### config.mk
export PLATFORM = sky130hd
export DESIGN_NAME = vsc_div
export DESIGN_NICKNAME = d
export VERILOG_FILES = /design/src/sv/vsc_div.sv
export SDC_FILE = /design/constraint.sdc
export NUM_CORES = 1
export LEC_CHECK = 0
export BUFFER_PORTS_ARGS = -buffer_cell sky130_fd_sc_hd__buf_2
export CORE_MARGIN = 1.5
export CORE_UTILIZATION = 40
export CTS_CLUSTER_SIZE = 28
export DETAILED_ROUTE_END_ITERATION = 7
export PLACE_DENSITY_LB_ADDON = 0.05
export SYNTH_ARGS = -nofsm -noshare
export SYNTH_HDL_FRONTEND = slang
export SYNTH_SLANG_ARGS = --single-unit
### constraint.sdc
create_clock -name clk_i -period 18.97 [get_ports clk_i]
set_clock_uncertainty 0.2 [all_clocks]
set_input_delay 0.9485 -clock clk_i [delete_from_list [all_inputs] [get_ports clk_i]]
set_output_delay 0.9485 -clock clk_i [all_outputs]
set_load 0.05 [all_outputs]
### src/sv/vsc_div.sv
// Pipelined unsigned restoring divider with a sideband that travels with each item.
module vsc_div #(
  parameter int DW  = 24,
  parameter int VW  = 9,
  parameter int BPS = 4,
  parameter int PW  = 1
) (
  input  logic          clk_i,
  input  logic          rst_ni,
  input  logic          en_i,
  input  logic          valid_i,
  input  logic [DW-1:0] dividend_i,
  input  logic [VW-1:0] divisor_i,
  input  logic [PW-1:0] side_i,
  output logic          valid_o,
  output logic [DW-1:0] quot_o,
  output logic [VW-1:0] rem_o,
  output logic [PW-1:0] side_o,
  output logic          busy_o
);

  localparam int NS = (DW + BPS - 1) / BPS;

  logic [NS-1:0] v_q;
  logic [VW-1:0] rem_q [NS];
  logic [DW-1:0] dq_q  [NS];
  logic [VW-1:0] dvs_q [NS];
  logic [PW-1:0] side_q[NS];
  logic [VW-1:0] rem_d [NS];
  logic [DW-1:0] dq_d  [NS];

  always_comb begin
    logic [VW:0]   trial;
    logic [VW-1:0] r;
    logic [DW-1:0] d;
    logic [VW-1:0] dvs;
    for (int s = 0; s < NS; s++) begin
      r   = (s == 0) ? '0 : rem_q[s-1];
      d   = (s == 0) ? dividend_i : dq_q[s-1];
      dvs = (s == 0) ? divisor_i : dvs_q[s-1];
      for (int b = 0; b < BPS; b++) begin
        if (s * BPS + b < DW) begin
          trial = {r, d[DW-1]};
          d     = {d[DW-2:0], 1'b0};
          if (trial >= {1'b0, dvs}) begin
            trial = trial - {1'b0, dvs};
            d[0]  = 1'b1;
          end
          r = trial[VW-1:0];
        end
      end
      rem_d[s] = r;
      dq_d[s]  = d;
    end
  end

  always_ff @(posedge clk_i or negedge rst_ni) begin
    if (!rst_ni) begin
      v_q <= '0;
    end else if (en_i) begin
      v_q <= {v_q[NS-2:0], valid_i};
    end
  end

  always_ff @(posedge clk_i) begin
    if (en_i) begin
      for (int s = 0; s < NS; s++) begin
        rem_q[s]  <= rem_d[s];
        dq_q[s]   <= dq_d[s];
        dvs_q[s]  <= (s == 0) ? divisor_i : dvs_q[s-1];
        side_q[s] <= (s == 0) ? side_i : side_q[s-1];
      end
    end
  end

  assign valid_o = v_q[NS-1];
  assign quot_o  = dq_q[NS-1];
  assign rem_o   = rem_q[NS-1];
  assign side_o  = side_q[NS-1];
  assign busy_o  = |v_q;

endmodule

# After elaboration in Yosys (flattened, before gate mapping)
# Memory sizes are Yosys's and may differ from the RTL's.
# Index checks and enable logic that the tools add are counted.
# word_totals
regBits	6
ramBits	258
in_bits	38
elab_cells	104
mem_count	4
# mem_list
memory	depth	width	rd	rd_clocked_by_memory_dff	wr	line_no	source
dq_q	6	24	6	0	6	26	logic [DW-1:0] dq_q [NS];
dvs_q	6	9	5	0	6	27	logic [VW-1:0] dvs_q [NS];
rem_q	6	9	6	0	6	25	logic [VW-1:0] rem_q [NS];
side_q	6	1	6	0	6	28	logic [PW-1:0] side_q[NS];
# op_classes
add_sub_neg	24
n_lt_le_gt_ge	24
n_mux	50
reduce_logical	1
# op_table
cell	n
>= comparator 10 x 9 -> 1 bit	23
2-to-1 mux 9 bit	24
subtractor 9 bit	23
2-to-1 mux 1 bit	26
>= comparator 1 x 9 -> 1 bit	1
subtractor 1 x 9 -> 9 bit	1
OR reduction 6 bit	1

# Depth between registers and ports, before layout
# depth
word_depth	8
depth_mapped	43
mapped_depth_nobuf	39

# Worst setup path before layout
# Ideal clock, no wire load.
# synth_timing
path_kind	register to register
startpoint	mem dvs_q[1][1]
endpoint	mem rem_q[2][4], data pin
setup_time_ns	0.273
t_arrival_ns	8.323
slack_ns	10.173
path_stages_with_launch	38
synth_period_minus_slack_ns	8.797
cell_sequence	edfxtp_1 inv_1 fa_1 a211oi_1 o211ai_1 and2_1 a21oi_1 clkbuf_1 mux2i_1 inv_1 ha_1 nor2b_1 o21ai_0 a31oi_1 a211oi_1 and2_1 buf_2 clkinv_1 [... 2 more ...] a21o_1 a21o_1 a21o_1 o21ai_0 nand2b_1 a211oi_1 clkbuf_1 a21oi_1 fa_1 a21o_1 a21oi_1 o221ai_1 o21ai_0 nand2b_1 or3_1 buf_2 nand2_1 o221ai_1
# synth_rtl
element	line_no
start: declaration	27
end: declaration	25

==> impl_metrics.yaml <==
synth:
  synth.yosys.seq_area_share_pct: 40.9
  synth.yosys.warnings: 0
  ys_ff_latch: 255
  synth_area_um2: 18700
  ys_async_sr_fraction_pct: 2.35
  synth.avg_cell_area_um2: 10.7
  ys.flop_type: "edfxtp_1"
  synth_edf_count: 249
  synth.most_common_cell: "edfxtp_1"
  synth_largest_area_cell: "edfxtp_1"
  synth_nets: 2007
  synth_top_cell_area_share_pct: 40.1
  synth_area_leaders: "edfxtp_1, ha_1, mux2_2, xnor2_1, inv_1"
  synthCells: 1737
  synth.distinct_cells: 71
  ys_top_cells_by_count: "edfxtp_1, ha_1, inv_1"
sta:
  tightest_slew_ns: 1.13
  min_period_over_period_pct: 56.3
  drv_slew: 0
  min_period_ns: 10.69
  hold_viol_final: 0
  setup_viol: 0
  fmax_ghz: 0.0936
  rsz0062_at_grt: "no"
  relSlewSlack_pct: 25.0
  finalSetupTns_ns: 0
clock_tree:
  numCtsBuffers: 34
  cts.sinks: 255
  insertion_delay_ns: 0.55
  tritoncts: "done"
  holdBufCountCts: 1
  htree_levels: 2
  path_clk_slew_ns: 0.06
  cts_root_buf: "clkbuf_16"
  post_cts_buffers: 0
  cts_buffer_depth: 3
  cts_resized: 0
final_layout:
  fillers: 4329
  n_antenna_cell: 0
  register_area_um2: 7630
  drive_gt1_share_pct: 13.8
  syn_to_final_growth_pct: 11.7
  final_cell_area_um2: 20800
  nNetsFinal: 2104
  final_cells: 2460
  multi_input_area_um2: 10300
  fin_util_pct: 45.6
setup_path:
  slowest_delay_ns: 0.74
  crit_path_end_kind: "flip-flop"
  ff2ff_setup_slack_ns: 8.28
  path_max_fanout: 16
  crit_required_ns: 19.06
  crit_type: "reg2reg"
  cp-start-kind: "flip-flop"
  cp.arrival_ns: 10.78
  cpMaxStageDelayCell: "a2111oi_4"
placed_design:
  dpl.cell_count: 2397
  place_area_um2: 19700
  numPortBuffers: 73
  post-dp-hpwl_um: 31800
  gp_congestion: 0.851
global_route:
  use_met2_pct: 29.2
  grt_pass1_wl_um: 66200
  grt_pass1_vias: 12700
  grt_max_degree: 109
  grt_usage_pct: 17.4
  met1_usage_pct: 23.2
  grt.overflow.total: 0
  antenna_found_initial: 0
  top_usage_layer: "met2"
  use_met3_pct: 2.37
drt:
  via_per_inst: 5.27
  drt-pass1-iter-count: 5
  remaining_drc_errors: 0
  num_vias: 13000
  ant_nets: 0
  wl_per_cell_um: 16.7
  drt_iter0_markers: 690
  wl_um: 41000
die:
  dieArea_um2: 48000
  core-area_um2: 45700
  rows: 78
  die_h_um: 219
  start_util_pct: 40.9
  pin_count: 74
  fp.dieW_um: 219
min_path:
  hold_class: "reg2reg"
run:
  drv_cap: 0
outcome:
  outcome: "complete, no violations"
==> cells by family after synthesis <==
| group | synth area share [%] |
|---|---|
| mux | 7.70 |
| xor+xnor | 6.66 |
| simple gates | 9.92 |
| flops | 40.9 |
| fa+ha+maj | 16.5 |
| buf+inv | 3.83 |
| compound gates | 14.5 |
==> per-stage QoR <==
stage / setup WS [ns] / hold slack [ns]
final: 8.28 / 0.214
after global routing: 7.10 / 0.217
after CTS: 8.19 / 0.214
after detailed placement: 8.23 / 0.205
after global placement: 8.45 / 0.201
after floorplan: 10.17 / 0.200
==> worst paths after layout <==
check | from | end | depth (start not counted)
min reg2reg | dq_q[4][4] | dq_q[5][8] | 0
max | dvs_q[4][1] | rem_q[5][1] | 34
min | dq_q[4][4] | dq_q[5][8] | 0
max reg2reg | dvs_q[4][1] | rem_q[5][1] | 34
min in group asynchronous | rst_ni | v_q[4] | 2
max in group asynchronous | rst_ni | v_q[3] | 2
==> area by class of cell <==
class                      count  share of cell area (%)
multi-input combinational   1295                    49.5
sequential                   255                    36.6
timing repair buffer          78                    1.99
clock inverter                25                    1.08
inverter                     170                    3.06
tap                          600                    3.60
clock buffer                  37                    4.14
==> critical path: cells and delay by family, from the launching register on <==
family                     cells  cell delay [ns]
AOI/OAI and AO/OA             18             4.72
adders and majority gates      4             1.65
and+or+nand+nor                7             2.27
buffers and inverters          3             0.51
DFF                            1             0.41
muxes                          2             0.69
==> cells in the final DEF (no fill, tap or decap), types with 9 or more instances in the layout <==
| cell | instances |
|---|---|
| nand3_1 | 11 |
| nor4_1 | 9 |
| nand2b_1 | 30 |
| ha_1 | 209 |
| xor2_1 | 52 |
| xnor2_1 | 90 |
| o31ai_1 | 13 |
| inv_1 | 164 |
| nor2_1 | 103 |
| clkbuf_16 | 34 |
| a21o_1 | 53 |
| o21ai_0 | 108 |
| or3_1 | 11 |
| mux2i_1 | 29 |
| a21boi_0 | 9 |
| edfxtp_1 | 249 |
| nor2b_1 | 37 |
| buf_2 | 72 |
| nand4_1 | 36 |
| a211oi_1 | 10 |
| o21a_1 | 15 |
| o221ai_1 | 10 |
| mux2_2 | 98 |
| o21bai_1 | 17 |
| a21oi_1 | 122 |
| nand2_1 | 85 |
| nor3_1 | 24 |
| fa_1 | 23 |
==> sequential cells by signal, summed over array words and instances (netlist names) <==
register / cells
v_q: 6
rem_q: 54
dq_q: 144
side_q: 6
dvs_q: 45
==> metal layers <==
layer | up-vias | wire, µm
met1 | 6108 | 19600
met5 | - | 0
li1 | 6630 | -
met2 | 170 | 19200
met4 | 0 | 989
met3 | 59 | 1190
Power is not shown: default switching activity piles up to over one toggle a cycle in this logic, so the estimate is an artifact.
