===== src/sv/vsc_pkg.sv =====
// Shared types, codes, constants and fixed-point helpers for the silhouette carving block.
package vsc_pkg;

  localparam int VOXEL_W    = 24;
  localparam int PIX_W      = 10;
  localparam int COEF_W     = 32;
  localparam int CFG_IDX_W  = 3;
  localparam int CFG_DATA_W = 11;

  typedef enum logic [1:0] {
    MODE_PIXEL = 2'd0,
    MODE_COEF  = 2'd1,
    MODE_VOXEL = 2'd2
  } mode_e;

  typedef enum logic [CFG_IDX_W-1:0] {
    REG_IMAGE_WIDTH  = 3'd0,
    REG_IMAGE_HEIGHT = 3'd1,
    REG_DIM_X        = 3'd2,
    REG_DIM_Y        = 3'd3,
    REG_DIM_Z        = 3'd4
  } cfg_reg_e;

  localparam int NUM_COEF  = 20;
  localparam int COEF_FX   = 0;
  localparam int COEF_FY   = 1;
  localparam int COEF_CX   = 2;
  localparam int COEF_CY   = 3;
  localparam int COEF_R0   = 4;
  localparam int COEF_T0   = 13;
  localparam int COEF_ORG0 = 16;
  localparam int COEF_SIZE = 19;

  localparam logic signed [1:0] LABEL_CARVED = -2'sd1;
  localparam logic signed [1:0] LABEL_UNSEEN = 2'sd0;
  localparam logic signed [1:0] LABEL_KEPT   = 2'sd1;

  // Sideband that rides along the pipeline with every voxel and pixel item.
  typedef struct packed {
    logic                vox;
    logic [VOXEL_W-1:0]  tag;
    logic signed [1:0]   label;
    logic [PIX_W-1:0]    pix_x;
    logic [PIX_W-1:0]    pix_y;
    logic                mask_bit;
  } side_t;

  typedef struct packed {
    logic [VOXEL_W-1:0]  tag;
    logic signed [1:0]   label;
    logic                view;
  } res_t;

  function automatic logic signed [31:0] sat32(input logic signed [63:0] v);
    if (v > 64'sd2147483647) return 32'sh7fffffff;
    else if (v < -64'sd2147483648) return 32'sh80000000;
    else return v[31:0];
  endfunction

  // Q16.16 rescale, truncating toward zero.
  function automatic logic signed [47:0] trunc16(input logic signed [63:0] v);
    logic signed [63:0] b;
    b = v + (v[63] ? 64'sd65535 : 64'sd0);
    return b[63:16];
  endfunction

endpackage


===== src/sv/vsc_out_if.sv =====
// Output stream channel: one updated label per voxel.
interface vsc_out_if;
  logic              valid;
  logic              ready;
  logic [23:0]       voxel_tag;
  logic signed [1:0] label_out;
  logic              in_view;

  modport source (output valid, voxel_tag, label_out, in_view, input ready);
  modport sink   (input valid, voxel_tag, label_out, in_view, output ready);
endinterface


===== src/sv/vsc_ofifo.sv =====
// Two-entry result buffer that decouples the pipeline from the output channel.
module vsc_ofifo (
  input  logic          clk_i,
  input  logic          rst_ni,
  input  logic          push_i,
  input  vsc_pkg::res_t data_i,
  output logic          full_o,
  vsc_out_if.source     out_if
);
  import vsc_pkg::*;

  logic [1:0] count_q;
  logic       wp_q;
  logic       rp_q;
  res_t       buf_q [2];
  res_t       head;
  logic       pop;

  assign pop    = out_if.valid && out_if.ready;
  assign full_o = count_q[1];
  assign head   = buf_q[rp_q];

  always_ff @(posedge clk_i or negedge rst_ni) begin
    if (!rst_ni) begin
      count_q <= '0;
      wp_q    <= 1'b0;
      rp_q    <= 1'b0;
    end else begin
      if (push_i) wp_q <= ~wp_q;
      if (pop) rp_q <= ~rp_q;
      count_q <= count_q + {1'b0, push_i} - {1'b0, pop};
    end
  end

  always_ff @(posedge clk_i) begin
    if (push_i) buf_q[wp_q] <= data_i;
  end

  assign out_if.valid     = (count_q != 2'd0);
  assign out_if.voxel_tag = head.tag;
  assign out_if.label_out = head.label;
  assign out_if.in_view   = head.view;

endmodule


===== src/flat_wrapper.sv =====
// flat-port wrapper written by rule: the top's interface ports become plain ports
module vsc_ofifo_flat import vsc_pkg::*;
  (clk_i, rst_ni, push_i, data_i, full_o, out_if_valid, out_if_voxel_tag, out_if_label_out, out_if_in_view, out_if_ready);
  vsc_out_if out_if_i ();
  input  logic clk_i;
  input  logic rst_ni;
  input  logic push_i;
  input  vsc_pkg::res_t data_i;
  output logic full_o;
  output wire logic [$bits(out_if_i.valid)-1:0] out_if_valid;
  output wire logic [$bits(out_if_i.voxel_tag)-1:0] out_if_voxel_tag;
  output wire logic [$bits(out_if_i.label_out)-1:0] out_if_label_out;
  output wire logic [$bits(out_if_i.in_view)-1:0] out_if_in_view;
  input wire logic [$bits(out_if_i.ready)-1:0] out_if_ready;
  assign out_if_valid = out_if_i.valid;
  assign out_if_voxel_tag = out_if_i.voxel_tag;
  assign out_if_label_out = out_if_i.label_out;
  assign out_if_in_view = out_if_i.in_view;
  assign out_if_i.ready = out_if_ready;
  vsc_ofifo u_core (.clk_i(clk_i), .rst_ni(rst_ni), .push_i(push_i), .data_i(data_i), .full_o(full_o), .out_if(out_if_i));
endmodule

===== config.mk =====
export PLATFORM = sky130hd
export DESIGN_NAME = vsc_ofifo_flat
export DESIGN_NICKNAME = d
export VERILOG_FILES = /design/src/sv/vsc_pkg.sv /design/src/sv/vsc_out_if.sv /design/src/sv/vsc_ofifo.sv /design/src/flat_wrapper.sv
export SDC_FILE = /design/constraint.sdc
export NUM_CORES = 1
export LEC_CHECK = 0
export ABC_AREA = 0
export ABC_CLOCK_PERIOD_IN_PS = 3000
export BUFFER_PORTS_ARGS = -buffer_cell sky130_fd_sc_hd__buf_2
export CAP_MARGIN = 15
export CORE_MARGIN = 1.5
export CORE_UTILIZATION = 50
export CTS_CLUSTER_SIZE = 12
export DETAILED_ROUTE_END_ITERATION = 10
export MAX_ROUTING_LAYER = met4
export PLACE_DENSITY_LB_ADDON = 0.08
export SYNTH_ARGS = -nofsm -noshare
export SYNTH_HDL_FRONTEND = slang
export SYNTH_SLANG_ARGS = --single-unit

===== constraint.sdc =====
create_clock -name clk_i -period 3 [get_ports clk_i]
set_input_delay 0.15 -clock clk_i [delete_from_list [all_inputs] [get_ports clk_i]]
set_output_delay 0.15 -clock clk_i [all_outputs]
set_load 0.05 [all_outputs]

# After elaboration in Yosys (flattened, before gate mapping)
# Memories as Yosys holds them, arrays and structs flattened.
# Cells that the tools add are included.
# W data, S select, Z words.
[word_totals] out_inout_bits=29 regBits=4 inputBits=31 mem_bits_rw=54 n_memories=1
[memory_table] name="u_core.buf_q" depth=2 width=27 read_ports=1 rd_ports_with_merged_regs=0 write_ports=1 line_no="vsc_ofifo.sv:15" rtl="res_t buf_q [2];"
[classes] n_addsub=2 bitwise_logic=2 reduce_logical=2 n_mux=2
[op_table] operator="$add A2 B1 Y2" count=1
[op_table] operator="$mux W1" count=2
[op_table] operator="$not A1 Y1" count=2
[op_table] operator="$reduce_bool A2 Y1" count=1
[op_table] operator="$sub A2 B1 Y2" count=1
[op_table] operator="$logic_and A1 B1 Y1" count=1

# Logic depth before layout (Yosys ltp)
[depth] word_depth=3 mapped_depth=6 mapped_depth_nobuf=6

# Worst setup path after synthesis
# No wires, ideal clock.
[synth_path] kind="register -> register" start="register u_core.wp_q" end="memory u_core.buf_q[0][0] in the netlist's numbering (enable)" t_arrival_ns=1.622 path_stages_with_launch=2 setup_ns=0.414 slack_ns=0.964 period_less_slack_ns=2.036 required_time_ns=2.586 path_cell_list="dfrtp_1 nor2b_1"
[synth_rtl] element="start: declaration" line_no="vsc_ofifo.sv:13" rtl="logic wp_q;"
[synth_rtl] element="start signal: assignment" line_no="vsc_ofifo.sv:29" rtl="if (push_i) wp_q <= ~wp_q;"
[synth_rtl] element="end: declaration" line_no="vsc_ofifo.sv:15"
# Straight into the memory's write port.

# Worst setup path after layout
[layout_path] start="register u_core.rp_q" end="output port out_if_voxel_tag[1]"
[layout_via] elab_chain_len=1
[layout_lines] element="start: declaration" line_no="vsc_ofifo.sv:14" rtl="logic rp_q;"
[layout_lines] element="start signal: assignment" line_no="vsc_ofifo.sv:30" rtl="if (pop) rp_q <= ~rp_q;"
[layout_lines] element="$mem_v2 Z2 W27"
[layout_lines] element="end: declaration" line_no="flat_wrapper.sv:11" rtl="output wire logic [$bits(out_if_i.voxel_tag)-1:0] out_if_voxel_tag;"
# No other way between the ends.

==> impl_results.html <==
<table>
<tr><th>Metric</th><th>Value</th></tr>
<tr><th colspan="2">Run status</th></tr>
<tr><td>Status</td><td>finished clean</td></tr>
<tr><th colspan="2">Route</th></tr>
<tr><td>Number of optimization iterations in the first detailed-route pass</td><td>4</td></tr>
<tr><td>Drt drc</td><td>0</td></tr>
<tr><td>Total wire length</td><td>3.355 mm</td></tr>
<tr><td>Via count</td><td>~1,100</td></tr>
<tr><td>Post-DRT Antenna Nets</td><td>0</td></tr>
<tr><td>Post-DR vias/cell</td><td>4.951</td></tr>
<tr><td>Average wire per standard cell</td><td>14.91 µm</td></tr>
<tr><td>Detailed Route Iter0 Violations</td><td>70</td></tr>
<tr><th colspan="2">Critical path</th></tr>
<tr><td>Worst r2r dst</td><td>u_core.buf_q[0][20]</td></tr>
<tr><td>Worst-path fanout max</td><td>28</td></tr>
<tr><td>Worst EP arrival</td><td>~1900 ps</td></tr>
<tr><td>Kind of cell with the highest combined delay on the critical path</td><td>flip-flops</td></tr>
<tr><td>Number of cell instances on the worst register-to-register path</td><td>2</td></tr>
<tr><td>Ordered cell list for the critical path</td><td>mux2_2, buf_2</td></tr>
<tr><td>Crit path capture type</td><td>primary output</td></tr>
<tr><td>Number of buffer and inverter instances along the worst setup path</td><td>1</td></tr>
<tr><td>Crit Reg-Reg Startpoint</td><td>u_core.wp_q</td></tr>
<tr><td>Worst-case register-to-register setup slack</td><td>1360 ps</td></tr>
<tr><td>Worst setup SP type</td><td>flop</td></tr>
<tr><td>Data required time of the critical path</td><td>2850 ps</td></tr>
<tr><td>Critical-path top delay cell</td><td>sky130_fd_sc_hd__dfrtp_2</td></tr>
<tr><td>WS Path Type</td><td>flop to primary output</td></tr>
<tr><td>Slowest Stage Delay on Critical Path</td><td>900 ps</td></tr>
<tr><th colspan="2">Synth</th></tr>
<tr><td>Post-synth design cell area</td><td>0.002242 mm²</td></tr>
<tr><td>Post-synthesis sequential element count</td><td>slightly below 60</td></tr>
<tr><td>Dominant cell type by area after synthesis</td><td>sky130_fd_sc_hd__edfxtp_1</td></tr>
<tr><td>Mapped Cells</td><td>100</td></tr>
<tr><td>Area share of the largest cell type after synthesis</td><td>around 72%</td></tr>
<tr><td>Number of synthesis warnings</td><td>0</td></tr>
<tr><td>Distinct cell type count after synthesis</td><td>14</td></tr>
<tr><td>Mean post-synth cell area</td><td>22.42 µm²</td></tr>
<tr><td>Part of the Yosys area used for sequential elements</td><td>between 70 and 80%</td></tr>
<tr><td>Syn nets</td><td>between 100 and 150</td></tr>
<tr><td>Dominant cells by area after synthesis</td><td>sky130_fd_sc_hd__edfxtp_1 (72%), sky130_fd_sc_hd__mux2_4 (13%), sky130_fd_sc_hd__dfrtp_1 (4.5%)</td></tr>
<tr><th colspan="2">Power and ir drop</th></tr>
<tr><td>IR drop worst, VDD</td><td>between 0.7 and 0.8 mV</td></tr>
<tr><td>Fraction of power consumed by the clock network</td><td>18.0%</td></tr>
<tr><td>Power per Cell Area</td><td>about 1100 mW/mm²</td></tr>
<tr><td>Sw frac</td><td>40.63%</td></tr>
<tr><td>Internal portion of total power</td><td>1.780 mW</td></tr>
<tr><td>PnR Total Power</td><td>2.998 mW</td></tr>
<tr><td>Net switching power figure</td><td>between 1 and 1.5 mW</td></tr>
<tr><td>Leak pwr</td><td>1.117 nW</td></tr>
<tr><td>Part of the total power dissipated in combinational logic</td><td>41.0%</td></tr>
<tr><td>Sequential cell fraction of total power</td><td>between 40% and 50%</td></tr>
<tr><th colspan="2">Placement</th></tr>
<tr><td>Number of cells after detailed placement</td><td>210</td></tr>
<tr><td># port buffers</td><td>between 50 and 60</td></tr>
<tr><td>Placed cell areas</td><td>0.002570 mm²</td></tr>
<tr><td>Final HPWL from detailed placement</td><td>roughly 2.2 mm</td></tr>
<tr><td>Final GP Congestion</td><td>about 0.64</td></tr>
<tr><th colspan="2">CTS</th></tr>
<tr><td>Number of gates resized after cts</td><td>0</td></tr>
<tr><td>Register clock-pin slew on the reported worst setup and hold paths</td><td>60 ps</td></tr>
<tr><td>Clk_lat worst skew</td><td>a little over 300 ps</td></tr>
<tr><td>Clock net sink count</td><td>58</td></tr>
<tr><td>Total clock buffers created by CTS</td><td>9</td></tr>
<tr><td>Number of buffers on the longest clock path</td><td>2</td></tr>
<tr><td>TritonCTS clock tree</td><td>yes</td></tr>
<tr><td>Post-CTS setup buffers</td><td>0</td></tr>
<tr><td>Post-CTS Hold Fix Bufs</td><td>1</td></tr>
<tr><td>CTS root buf</td><td>sky130_fd_sc_hd__clkbuf_8</td></tr>
<tr><td>H-tree level count</td><td>3</td></tr>
<tr><th colspan="2">Cells and area</th></tr>
<tr><td>Post-layout util</td><td>63.08%</td></tr>
<tr><td>Fraction of layout instances using a drive strength above 1</td><td>60.12%</td></tr>
<tr><td>Commonest non-fill, non-tap cell in the layout</td><td>sky130_fd_sc_hd__buf_2</td></tr>
<tr><td>Post-synthesis to final-layout area growth</td><td>21.65%</td></tr>
<tr><td>Ant. Diodes</td><td>0</td></tr>
<tr><td>Post-Layout Cell Count</td><td>225</td></tr>
<tr><td>Layout net count</td><td>203</td></tr>
<tr><td>Fin area</td><td>roughly 0.0027 mm²</td></tr>
<tr><td>Leading cell types in the layout, fill and taps excluded</td><td>sky130_fd_sc_hd__buf_2 (59), sky130_fd_sc_hd__edfxtp_1 (54), sky130_fd_sc_hd__mux2_4 (19), sky130_fd_sc_hd__clkbuf_8 (9), sky130_fd_sc_hd__mux2_2 (8)</td></tr>
<tr><th colspan="2">STA</th></tr>
<tr><td>Post-route minimum period</td><td>2014 ps</td></tr>
<tr><td>Clock skew after layout</td><td>4.821 ps</td></tr>
<tr><td>Period utilization</td><td>67.12%</td></tr>
<tr><td>Unrepaired setup endpoints after global routing</td><td>no</td></tr>
<tr><td>Count of pins over their slew limit</td><td>0</td></tr>
<tr><td>Transition at the pin with the smallest max-transition slack</td><td>833.0 ps</td></tr>
<tr><td>Achievable clock frequency</td><td>about 500 MHz</td></tr>
<tr><td>Summed negative setup slack over all endpoints</td><td>0 ps</td></tr>
<tr><td>Final-report hold violation count</td><td>0</td></tr>
<tr><td>Worst slew margin relative to its limit</td><td>44.47%</td></tr>
<tr><td>Total setup violations reported at the end of the flow</td><td>0</td></tr>
<tr><th colspan="2">Die</th></tr>
<tr><td>Die width</td><td>69.97 µm</td></tr>
<tr><td>Count of boundary I/O pins</td><td>60</td></tr>
<tr><td>Effective utilization at floorplan</td><td>51.85%</td></tr>
<tr><td>Die height</td><td>69.97 µm</td></tr>
<tr><td>Total die area</td><td>between 0.004 and 0.005 mm²</td></tr>
<tr><td>Core area</td><td>between 0.004 and 0.005 mm²</td></tr>
<tr><td>Number of cell rows</td><td>24</td></tr>
<tr><th colspan="2">Global routing</th></tr>
<tr><td>Sum of overflow across all layers after global routing</td><td>0</td></tr>
<tr><td>Total global-route track usage</td><td>between 10% and 20%</td></tr>
<tr><td>Pin count of the biggest net entering global routing</td><td>29</td></tr>
<tr><td>Antenna violations before repair</td><td>0</td></tr>
<tr><td>Via count of the first global-routing pass</td><td>approximately 1,100</td></tr>
<tr><td>First-pass GRT wire length</td><td>5.285 mm</td></tr>
<tr><th colspan="2">Hold path</th></tr>
<tr><td>Worst min-delay path category</td><td>input pin to flop</td></tr>
<tr><td>Hold-critical path endpoint</td><td>u_core.buf_q[1][14]</td></tr>
<tr><td>Hold path start</td><td>data_i[14]</td></tr>
<tr><td>Hold Path Depth</td><td>1</td></tr>
<tr><th colspan="2">Job</th></tr>
<tr><td>Max cap viols</td><td>0</td></tr>
</table>
## registers in the layout (all words and copies together) (netlist names)
name and cells:
u_core.buf_q 54, u_core.count_q 2, u_core.rp_q 1, u_core.wp_q 1
## synthesized netlist by cell type
library cell / instances
sky130_fd_sc_hd__and2_1: 1
sky130_fd_sc_hd__ha_1: 2
sky130_fd_sc_hd__buf_6: 1
sky130_fd_sc_hd__mux2_4: 19
sky130_fd_sc_hd__nor2b_1: 1
sky130_fd_sc_hd__xnor2_1: 2
sky130_fd_sc_hd__dfrtp_1: 4
sky130_fd_sc_hd__edfxtp_1: 54
sky130_fd_sc_hd__mux2_2: 8
sky130_fd_sc_hd__inv_1: 2
sky130_fd_sc_hd__buf_12: 2
sky130_fd_sc_hd__xor2_1: 2
sky130_fd_sc_hd__or2_2: 1
sky130_fd_sc_hd__o21a_1: 1
## logic make-up after synthesis
| group | Yosys count | synth area share, % |
|---|---|---|
| fa+ha+maj | 2 | 1.116 |
| mux | 27 | 16.74 |
| xor+xnor | 4 | 1.563 |
| compound gates | 1 | 0.3349 |
| simple gates | 3 | 0.8376 |
| buf+inv | 5 | 2.623 |
| flops | 58 | 76.79 |
## layer usage
metal	wire (µm)	global-route usage, %	part of all wire (%)	vias up
li1	-	-	-	524
met1	1342	17.98	40	547
met2	1768	23.49	53	41
met3	222	6.061	6.6	2
met4	22	7.051	0.66	0
met5	0	-	0	-
## worst max-delay path by stage
stage | start | end | slack (ps) | cells past startpoint
2_1_floorplan | u_core.wp_q | u_core.buf_q[0][0] | 960 | 1
3_3_place_gp | u_core.rp_q | out_if_label_out[0] | 1340 | 2
3_5_place_dp | u_core.rp_q | out_if_label_out[0] | 1310 | 2
4_1_cts | u_core.rp_q | out_if_label_out[0] | 960 | 2
5_1_grt | u_core.rp_q | out_if_voxel_tag[1] | 910 | 2
6_report | u_core.rp_q | out_if_voxel_tag[1] | 990 | 2
## stage by stage
step	hold WS [ps]	setup WS (ps)
2_1_floorplan	-145.6	963.8
3_3_place_gp	-41.48	1337
3_5_place_dp	-39.90	1307
4_1_cts	9.931	958.5
5_1_grt	2.732	909.2
6_report	24.63	986.4
## cell type report
type,count,area (µm²)
Sequential cell,58,1723
Fill cell,318,1597
Clock buffer,9,123.9
Clock inverter,5,23.77
Inverter,2,7.507
Multi-Input combinational cell,37,464.2
Timing Repair Buffer,62,320.3
Tap cell,52,65.06
## power groups by stage
stage,clock (mW),sequential [mW],combinational [mW]
floorplan,0,1.16,1.13
global placement,0,1.23,1.23
detailed placement,0,1.25,1.24
CTS,0.557,1.24,1.24
global route,0.593,1.25,1.29
finish,0.539,1.23,1.23
Note: power is estimated with default switching activity, not from simulation.
